File: src/hw/rtl/corner_state_coordinate_codec_top_defines.svh
// Assertion helpers for the corner state coordinate codec.
// Each macro expects clk and rst_n in scope.
`ifndef CORNER_STATE_COORDINATE_CODEC_TOP_DEFINES_SVH
`define CORNER_STATE_COORDINATE_CODEC_TOP_DEFINES_SVH

// Same-cycle implication.
`define CSC_ASSERT_SAME(lbl, ante, cons) \
  lbl: assert property (@(posedge clk) disable iff (!rst_n) (ante) |-> (cons)) \
    else $error("csc same-cycle check failed");

// Next-cycle implication.
`define CSC_ASSERT_NEXT(lbl, ante, cons) \
  lbl: assert property (@(posedge clk) disable iff (!rst_n) (ante) |=> (cons)) \
    else $error("csc next-cycle check failed");

`endif

File: src/hw/rtl/csc_pkg.sv
package csc_pkg;

  localparam int unsigned ELEMS       = 8;
  localparam int unsigned ELEM_W      = 3;
  localparam int unsigned TW_W        = 2;
  localparam int unsigned TW_DIGITS   = 7;
  localparam int unsigned IDX_W       = 27;
  localparam int unsigned PERM_W      = ELEMS * ELEM_W;
  localparam int unsigned TWIST_W     = ELEMS * TW_W;
  localparam int unsigned TWIST_SPACE = 2187;
  localparam int unsigned PERM_SPACE  = 40320;
  localparam int unsigned STATE_SPACE = PERM_SPACE * TWIST_SPACE;
  localparam int unsigned CELLS       = ELEMS + TW_DIGITS;

  localparam int unsigned FACT [0:8] = '{1, 1, 2, 6, 24, 120, 720, 5040, 40320};
  // weight of twist digit i, twist 0 most significant
  localparam int unsigned TW_WEIGHT [0:6] = '{729, 243, 81, 27, 9, 3, 1};

  typedef enum logic {
    OP_ENCODE = 1'b0,
    OP_DECODE = 1'b1
  } csc_op_t;

  // item as it travels down the cell chain
  typedef struct packed {
    csc_op_t                        op;
    logic                           oor;
    logic [PERM_W-1:0]              perm_word;
    logic [TWIST_W-1:0]             twist_word;
    logic [IDX_W-1:0]               acc;
    logic [ELEMS-1:0][ELEM_W-1:0]   avail;
    logic [PERM_W-1:0]              perm_acc;
    logic [TW_DIGITS*TW_W-1:0]      twist_acc;
    logic [1:0]                     tsum;
  } csc_item_t;

  typedef struct packed {
    csc_op_t            op;
    logic               bad;
    logic [IDX_W-1:0]   index;
    logic [PERM_W-1:0]  perm;
    logic [TWIST_W-1:0] twist;
  } csc_result_t;

endpackage

File: src/hw/rtl/csc_perm_cell.sv
module csc_perm_cell
  import csc_pkg::*;
#(
  parameter int unsigned POS = 0
) (
  input  logic      clk,
  input  logic      rst_n,
  input  logic      adv,
  input  logic      i_vld,
  input  csc_item_t i_item,
  output logic      o_vld,
  output csc_item_t o_item
);

  localparam int unsigned RADIX = ELEMS - POS;
  localparam logic [IDX_W-1:0] WEIGHT = IDX_W'(FACT[ELEMS-1-POS] * TWIST_SPACE);

  logic                vld_r;
  csc_item_t           item_r;
  csc_item_t           item_nxt;
  logic [ELEM_W-1:0]   elem;
  logic [ELEM_W-1:0]   less;
  logic [ELEM_W-1:0]   digit;

  always_comb begin
    item_nxt = i_item;
    elem     = i_item.perm_word[ELEM_W*POS +: ELEM_W];
    less     = '0;
    for (int j = POS + 1; j < ELEMS; j++) begin
      if (i_item.perm_word[ELEM_W*j +: ELEM_W] < elem) begin
        less = less + ELEM_W'(1);
      end
    end
    // factorial digit: count thresholds reached
    digit = '0;
    for (int k = 1; k < RADIX; k++) begin
      if (i_item.acc >= IDX_W'(k * FACT[ELEMS-1-POS] * TWIST_SPACE)) begin
        digit = digit + ELEM_W'(1);
      end
    end
    unique case (i_item.op)
      OP_ENCODE: begin
        item_nxt.acc = i_item.acc + IDX_W'(less) * WEIGHT;
      end
      OP_DECODE: begin
        item_nxt.acc = i_item.acc - IDX_W'(digit) * WEIGHT;
        item_nxt.perm_acc[ELEM_W*POS +: ELEM_W] = i_item.avail[digit];
        // drop the picked element from the list
        for (int j = 0; j < ELEMS - 1; j++) begin
          if (ELEM_W'(j) >= digit) begin
            item_nxt.avail[j] = i_item.avail[j+1];
          end
        end
      end
      default: item_nxt = i_item;
    endcase
  end

  always_ff @(posedge clk) begin
    if (!rst_n) begin
      vld_r <= 1'b0;
    end else if (adv) begin
      vld_r <= i_vld;
    end
  end

  always_ff @(posedge clk) begin
    if (adv) begin
      item_r <= item_nxt;
    end
  end

  assign o_vld  = vld_r;
  assign o_item = item_r;

endmodule

File: src/hw/rtl/csc_twist_cell.sv
module csc_twist_cell
  import csc_pkg::*;
#(
  parameter int unsigned POS = 0
) (
  input  logic      clk,
  input  logic      rst_n,
  input  logic      adv,
  input  logic      i_vld,
  input  csc_item_t i_item,
  output logic      o_vld,
  output csc_item_t o_item
);

  localparam logic [IDX_W-1:0] WEIGHT = IDX_W'(TW_WEIGHT[POS]);

  logic          vld_r;
  csc_item_t     item_r;
  csc_item_t     item_nxt;
  logic [TW_W-1:0] digit;
  logic [2:0]    sum;

  always_comb begin
    item_nxt = i_item;
    digit    = '0;
    if (i_item.acc >= WEIGHT) begin
      digit = digit + TW_W'(1);
    end
    if (i_item.acc >= IDX_W'(2 * TW_WEIGHT[POS])) begin
      digit = digit + TW_W'(1);
    end
    sum = 3'(i_item.tsum) + 3'(digit);
    unique case (i_item.op)
      OP_ENCODE: begin
        item_nxt.acc = i_item.acc + IDX_W'(i_item.twist_word[TW_W*POS +: TW_W]) * WEIGHT;
      end
      OP_DECODE: begin
        item_nxt.acc = i_item.acc - IDX_W'(digit) * WEIGHT;
        item_nxt.twist_acc[TW_W*POS +: TW_W] = digit;
        // keep the running sum mod 3
        item_nxt.tsum = (sum >= 3'd3) ? 2'(sum - 3'd3) : 2'(sum);
      end
      default: item_nxt = i_item;
    endcase
  end

  always_ff @(posedge clk) begin
    if (!rst_n) begin
      vld_r <= 1'b0;
    end else if (adv) begin
      vld_r <= i_vld;
    end
  end

  always_ff @(posedge clk) begin
    if (adv) begin
      item_r <= item_nxt;
    end
  end

  assign o_vld  = vld_r;
  assign o_item = item_r;

endmodule

File: src/hw/rtl/corner_state_coordinate_codec_top.sv
// Corner state coordinate codec. Encode (in_tuser = 0) ranks the eight-element
// permutation by its factorial digits and appends the base-3 value of twists 0..6;
// decode (in_tuser = 1) splits the index back into the permutation and seven twists
// and forces the eighth twist so the twist sum is 0 mod 3. A row of fifteen
// registered cells, eight for the permutation digits and seven for the twist
// digits, peels or accumulates one digit each, followed by a result register:
// one item per cycle is accepted while out_tready stays high. The whole chain
// holds while a finished result waits on out_tready. out_tuser flags invalid
// input.
`include "corner_state_coordinate_codec_top_defines.svh"

module corner_state_coordinate_codec_top
  import csc_pkg::*;
(
  input  logic        clk,
  input  logic        rst_n,
  input  logic        in_tvalid,
  output logic        in_tready,
  // perm_word[23:0], twist_word[39:24], state_index[66:40], zero fill
  input  logic [71:0] in_tdata,
  // opcode
  input  logic        in_tuser,
  output logic        out_tvalid,
  input  logic        out_tready,
  // index_out[26:0], perm_out[50:27], twist_out[66:51], zero fill
  output logic [71:0] out_tdata,
  // bad_input
  output logic        out_tuser
);

  localparam int unsigned IDX_LO = PERM_W + TWIST_W;

  logic              adv;
  logic [CELLS:0]    stage_vld;
  csc_item_t         stage_item [CELLS+1];
  logic [IDX_W-1:0]  in_index;

  logic              out_vld_r;
  csc_result_t       out_r;
  csc_result_t       out_nxt;
  csc_item_t         tail;
  logic [ELEMS-1:0]  seen;
  logic              twist3;
  logic [TW_W-1:0]   force_tw;

  // advance whenever the result register is free or being emptied
  assign adv       = !out_vld_r || out_tready;
  assign in_tready = adv;
  assign in_index  = in_tdata[IDX_LO +: IDX_W];

  always_comb begin
    stage_item[0]            = '0;
    stage_item[0].op         = csc_op_t'(in_tuser);
    stage_item[0].oor        = in_index >= IDX_W'(STATE_SPACE);
    stage_item[0].perm_word  = in_tdata[PERM_W-1:0];
    stage_item[0].twist_word = in_tdata[PERM_W +: TWIST_W];
    stage_item[0].acc        = (csc_op_t'(in_tuser) == OP_DECODE) ? in_index : '0;
    for (int j = 0; j < ELEMS; j++) begin
      stage_item[0].avail[j] = ELEM_W'(j);
    end
  end
  assign stage_vld[0] = in_tvalid;

  for (genvar g = 0; g < ELEMS; g++) begin : g_perm
    csc_perm_cell #(.POS(g)) u_cell (
      .clk    (clk),
      .rst_n  (rst_n),
      .adv    (adv),
      .i_vld  (stage_vld[g]),
      .i_item (stage_item[g]),
      .o_vld  (stage_vld[g+1]),
      .o_item (stage_item[g+1])
    );
  end

  for (genvar g = 0; g < TW_DIGITS; g++) begin : g_twist
    csc_twist_cell #(.POS(g)) u_cell (
      .clk    (clk),
      .rst_n  (rst_n),
      .adv    (adv),
      .i_vld  (stage_vld[ELEMS+g]),
      .i_item (stage_item[ELEMS+g]),
      .o_vld  (stage_vld[ELEMS+g+1]),
      .o_item (stage_item[ELEMS+g+1])
    );
  end

  assign tail = stage_item[CELLS];

  always_comb begin
    seen   = '0;
    twist3 = 1'b0;
    for (int i = 0; i < ELEMS; i++) begin
      seen[tail.perm_word[ELEM_W*i +: ELEM_W]] = 1'b1;
      if (tail.twist_word[TW_W*i +: TW_W] == 2'd3) begin
        twist3 = 1'b1;
      end
    end
    force_tw = (tail.tsum == 2'd0) ? 2'd0 : 2'd3 - tail.tsum;
    out_nxt    = '0;
    out_nxt.op = tail.op;
    unique case (tail.op)
      OP_ENCODE: begin
        out_nxt.bad   = (seen != {ELEMS{1'b1}}) || twist3;
        out_nxt.index = out_nxt.bad ? '0 : tail.acc;
      end
      OP_DECODE: begin
        out_nxt.bad = tail.oor;
        if (!tail.oor) begin
          out_nxt.perm  = tail.perm_acc;
          out_nxt.twist = {force_tw, tail.twist_acc};
        end
      end
      default: out_nxt = '0;
    endcase
  end

  always_ff @(posedge clk) begin
    if (!rst_n) begin
      out_vld_r <= 1'b0;
    end else if (adv) begin
      out_vld_r <= stage_vld[CELLS];
    end
  end

  always_ff @(posedge clk) begin
    if (adv) begin
      out_r <= out_nxt;
    end
  end

  assign out_tvalid = out_vld_r;
  assign out_tdata  = {5'b0, out_r.twist, out_r.perm, out_r.index};
  assign out_tuser  = out_r.bad;

  `CSC_ASSERT_NEXT(a_chain_hold, !adv, $stable(stage_vld[CELLS:1]))
  `CSC_ASSERT_SAME(a_enc_range,
    out_vld_r && (out_r.op == OP_ENCODE) && !out_r.bad,
    out_r.index < IDX_W'(STATE_SPACE))
  `CSC_ASSERT_SAME(a_enc_zero,
    out_vld_r && (out_r.op == OP_ENCODE),
    (out_r.perm == '0) && (out_r.twist == '0))
  `CSC_ASSERT_SAME(a_dec_bad,
    out_vld_r && (out_r.op == OP_DECODE) && out_r.bad,
    (out_r.perm == '0) && (out_r.twist == '0) && (out_r.index == '0))

endmodule

File: config.mk
export PLATFORM = sky130hd
export DESIGN_NAME = corner_state_coordinate_codec_top
export DESIGN_NICKNAME = d
export VERILOG_FILES = /design/src/hw/rtl/csc_pkg.sv /design/src/hw/rtl/csc_perm_cell.sv /design/src/hw/rtl/csc_twist_cell.sv /design/src/hw/rtl/corner_state_coordinate_codec_top.sv
export VERILOG_INCLUDE_DIRS = /design/src /design/src/hw/rtl
export SDC_FILE = /design/constraint.sdc
export NUM_CORES = 2
export LEC_CHECK = 0
export BUFFER_PORTS_ARGS = -buffer_cell sky130_fd_sc_hd__buf_2
export CAP_MARGIN = 15
export CORE_MARGIN = 3
export CORE_UTILIZATION = 25
export DETAILED_ROUTE_END_ITERATION = 12
export GPL_TIMING_DRIVEN = 0
export SYNTH_ARGS = -nofsm -noshare
export SYNTH_HDL_FRONTEND = slang
export SYNTH_SLANG_ARGS = --single-unit
File: constraint.sdc
create_clock -name clk -period 49.2 [get_ports clk]
set_input_delay 4.92 -clock clk [delete_from_list [all_inputs] [get_ports clk]]
set_output_delay 4.92 -clock clk [all_outputs]
set_load 0.02 [all_outputs]
==> results.md <==
Layout
* 0.2920 — final design utilization
* 15.65% — synthesis-to-layout area growth
* 6946 — Total Nets Final
* 0.08885 mm² — area of all placed cells without fillers
* 10469 — Layout Cells excl Fill
* 0.09208 — share of final-layout standard cells stronger than drive strength 1

Setup path
* input port to flop — type of the worst setup path
* 14.39 ns — Critical Path AT
* input port — Critical Path Start Type
* g_perm[0].u_cell.o_item[111]$_DFFE_PP_ — startpoint of the worst register-to-register path
* 39.56 ns — setup slack of the worst register-to-register path
* 11 — top fanout value on the critical path
* sky130_fd_sc_hd__ha_1 — cell type with the highest occurrence count on the critical path
* 0.67 ns — biggest cell delay along the critical path
* 37 — worst r2r path cells
* sky130_fd_sc_hd__xnor3_1 — Worst path slowest cell
* g_perm[1].u_cell.o_item[89]$_DFFE_PP_ — capturing point of the worst reg2reg path
* 49.74 ns — Worst EP required
* flop — Crit. End Element

CTS
* 0 — cts hold-fix bufs
* built — TritonCTS clock tree
* sky130_fd_sc_hd__clkbuf_16 — clock root buffer
* 180 — number of clock buffers inserted by TritonCTS
* 0.85 ns — worst skew pair latency
* 0.06 ns — clock edge transition at the registers on the reported setup and hold paths
* 1542 — Sink Count
* 0 — number of setup buffers added after CTS
* 4 — number of buffers on the longest clock path
* 4 — H-Tree Level Count
* 0 — cells resized by post-CTS repair

Global routing
* 253.3 mm — global-route wire length before repair
* 46557 — number of global-route vias before repair
* 0.09859 — overall track demand over capacity in global routing
* 0 — GRT Residual Overflow
* 128 — maximum number of pins on one net before global-route repair
* 4 — initial antenna violation count

Floorplanning
* 0.2525 — Initial Utilization
* 0.3043 mm² — Core Area
* 560.3 µm — DIE HEIGHT
* 152 — Top Ports
* 202 — row count
* 0.3140 mm² — die footprint
* 560.3 µm — floorplan die width

Logic synthesis
* 99 — distinct cell type count after synthesis
* sky130_fd_sc_hd__edfxtp_1 (1526), sky130_fd_sc_hd__ha_1 (563), sky130_fd_sc_hd__inv_1 (388), sky130_fd_sc_hd__nand2_1 (344), sky130_fd_sc_hd__nor2_1 (341) — most used standard cells in the synthesized netlist
* 12.99 µm² — average footprint of a synthesized cell
* sky130_fd_sc_hd__edfxtp_1 — most frequent cell after synthesis
* 5912 — number of cells produced by synthesis
* 0 — count of yosys warnings during synthesis
* 1542 — Yosys reg bits
* sky130_fd_sc_hd__edfxtp_1 — post-synthesis cell type with the largest combined area
* 0.6007 — sequential fraction of the synthesis area
* sky130_fd_sc_hd__edfxtp_1 (60%), sky130_fd_sc_hd__ha_1 (9.2%), sky130_fd_sc_hd__xnor2_1 (3.2%), sky130_fd_sc_hd__a21oi_1 (2.1%), sky130_fd_sc_hd__inv_1 (1.9%) — dominant cells by area after synthesis
* 0 — Async S/R FF share, synth
* sky130_fd_sc_hd__edfxtp_1 — Primary FF master, synth
* 0.5965 — Yosys top cell area share
* 0.07682 mm² — Netlist Area Pre-Place
* 1526 — number of enable flip-flop cells after synthesis

STA
* 0.2815 — fraction of the cycle the final worst path needs
* 0 — max-slew violations
* 0 ns — TNS Setup
* 1.121 ns — actual transition at the worst max-transition pin
* 0 — final number of hold-violating endpoints
* no — setup repair after global routing missed its margin
* 0.07431 ns — worst clock skew on the final layout
* 13.85 ns — crit path time final
* 0.3641 ns — minimum hold slack
* 0.2475 — max-slew headroom at the worst pin
* 0 — final setup vio count
* 35.35 ns — smallest setup slack after layout
* 72.21 MHz — maximum operating frequency

Routing
* 15.31 µm — post-detailed-route wirelength per cell
* 2723 — count of routing violations after the opening detailed-route iteration
* 4.384 — via density per instance
* 45898 — via total after detailed routing
* 160.3 mm — aggregate routed wire length
* 6 — number of iterations in the first detailed-routing pass
* 0 — count of nets left with antenna violations after detail routing
* 0 — DRC Markers

Min path
* 0 — hold-critical path depth
* g_twist[2].u_cell.o_item[39]$_DFFE_PP_ — Worst Hold End
* g_twist[1].u_cell.o_item[39]$_DFFE_PP_ — beginning of the worst hold path
* flop to flop — class of the tightest hold or removal check

Job
* 0 — max-cap violations

Place
* 137 — input/output buffers
* 34.59 ns — Setup WS pre-CTS
* 10150 — Placed Instances
* 117.6 mm — detailed placement HPWL
* 0.8819 — weighted congestion reported at the end of routability-driven placement
* 0.08306 mm² — dpl cell area

Power
* 66.91 mW/mm² — power density cells
* 35.08 nW — reported leakage power
* 0.06985 mV — IR drop worst, VDD
* 5.945 mW — Final Power

Outcome
* finished clean — result of the run

## power by group
part | leakage [nW] | total, mW | internal, mW | switching [mW]
registers | 16.7 | 2.13 | 1.90 | 0.225
logic | 15.5 | 2.52 | 1.09 | 1.43
clock network | 2.82 | 1.30 | 0.778 | 0.523
## sequential cells by signal (all words and copies together), names as in the netlist
register,flops
g_perm.u_cell.o_item,739
g_twist.u_cell.o_item,719
out_tdata,67
g_perm.u_cell.o_vld,8
g_twist.u_cell.o_vld,7
out_tuser,1
out_tvalid,1
## critical path, delay by kind of cell
family	cells	cell delay [ns]
adders and majority gates	6	1.71
buffers and inverters	7	2.31
and+or+nand+nor	5	0.54
xor gates and xnor gates	3	0.95
AOI/OAI and AO/OA	18	3.96
## cells by family (layout without fill, tap and decap cells)
group,count (synthesis),count (layout),share of synthesized area
AOI/OAI and AO/OA,1156,1156,0.09655
xor gates and xnor gates,450,450,0.05336
adders and majority gates,616,616,0.1055
buffers and inverters,500,970,0.02472
DFF,1542,1542,0.6007
muxes,115,115,0.01798
other,1,8,0.00004881
and+or+nand+nor,1532,1532,0.1012
## routing by layer
metal	vias to the layer above	track usage	wire length, µm
met5	-	0	0
met1	22052	0.1180	68150
li1	22605	-	-
met2	914	0.1752	79430
met3	327	0.01580	6253
met4	0	0.04019	6494
## how the worst max path moves through the flow
stage / from / endpoint / cells after the start
floorplan: out_tready / in_tready / 4
global placement: out_tready / in_tready / 6
detailed placement: in_tuser / g_perm[0].u_cell.o_item[88]$_DFFE_PP_ / 39
CTS: in_tuser / g_perm[0].u_cell.o_item[88]$_DFFE_PP_ / 39
global route: in_tuser / g_perm[0].u_cell.o_item[88]$_DFFE_PP_ / 39
finish: in_tuser / g_perm[0].u_cell.o_item[88]$_DFFE_PP_ / 39
## layout by cell type (no fill, tap or decap), types with 21 or more instances in the layout
master	instances
sky130_fd_sc_hd__nor3b_1	29
sky130_fd_sc_hd__o21ai_0	251
sky130_fd_sc_hd__mux2i_1	32
sky130_fd_sc_hd__buf_2	140
sky130_fd_sc_hd__a31oi_1	53
sky130_fd_sc_hd__a21o_1	132
sky130_fd_sc_hd__mux2_2	71
sky130_fd_sc_hd__clkinv_2	26
sky130_fd_sc_hd__ha_1	563
sky130_fd_sc_hd__or2_2	45
sky130_fd_sc_hd__clkinv_1	36
sky130_fd_sc_hd__nand4_1	33
sky130_fd_sc_hd__clkbuf_1	116
sky130_fd_sc_hd__fa_1	53
sky130_fd_sc_hd__xor2_1	154
sky130_fd_sc_hd__and2_1	120
sky130_fd_sc_hd__nand3_1	115
sky130_fd_sc_hd__nor4_1	41
sky130_fd_sc_hd__or3_1	43
sky130_fd_sc_hd__nor2_1	341
sky130_fd_sc_hd__xnor2_1	283
sky130_fd_sc_hd__edfxtp_1	1526
sky130_fd_sc_hd__a21boi_0	52
sky130_fd_sc_hd__a21oi_1	318
sky130_fd_sc_hd__inv_1	388
sky130_fd_sc_hd__clkbuf_16	182
sky130_fd_sc_hd__o31ai_1	33
sky130_fd_sc_hd__o21a_1	54
sky130_fd_sc_hd__nand2b_1	91
sky130_fd_sc_hd__and3_1	47
sky130_fd_sc_hd__nor2b_1	72
sky130_fd_sc_hd__o21bai_1	40
sky130_fd_sc_hd__nand2_1	344
sky130_fd_sc_hd__nor3_1	121
sky130_fd_sc_hd__nand3b_1	34
sky130_fd_sc_hd__or4_1	21
## area by class of cell
type,count,area (µm²)
Fill cell,30769,215500
Sequential cell,1542,46140
Multi-Input combinational cell,3874,28800
Tap cell,4080,5105
Clock buffer,206,4644
Inverter,392,1471
Clock inverter,109,1132
Timing Repair Buffer,155,1104
Buffer,108,437.9
Antenna cell,3,7.507
Power figures use the tool's default switching activity.
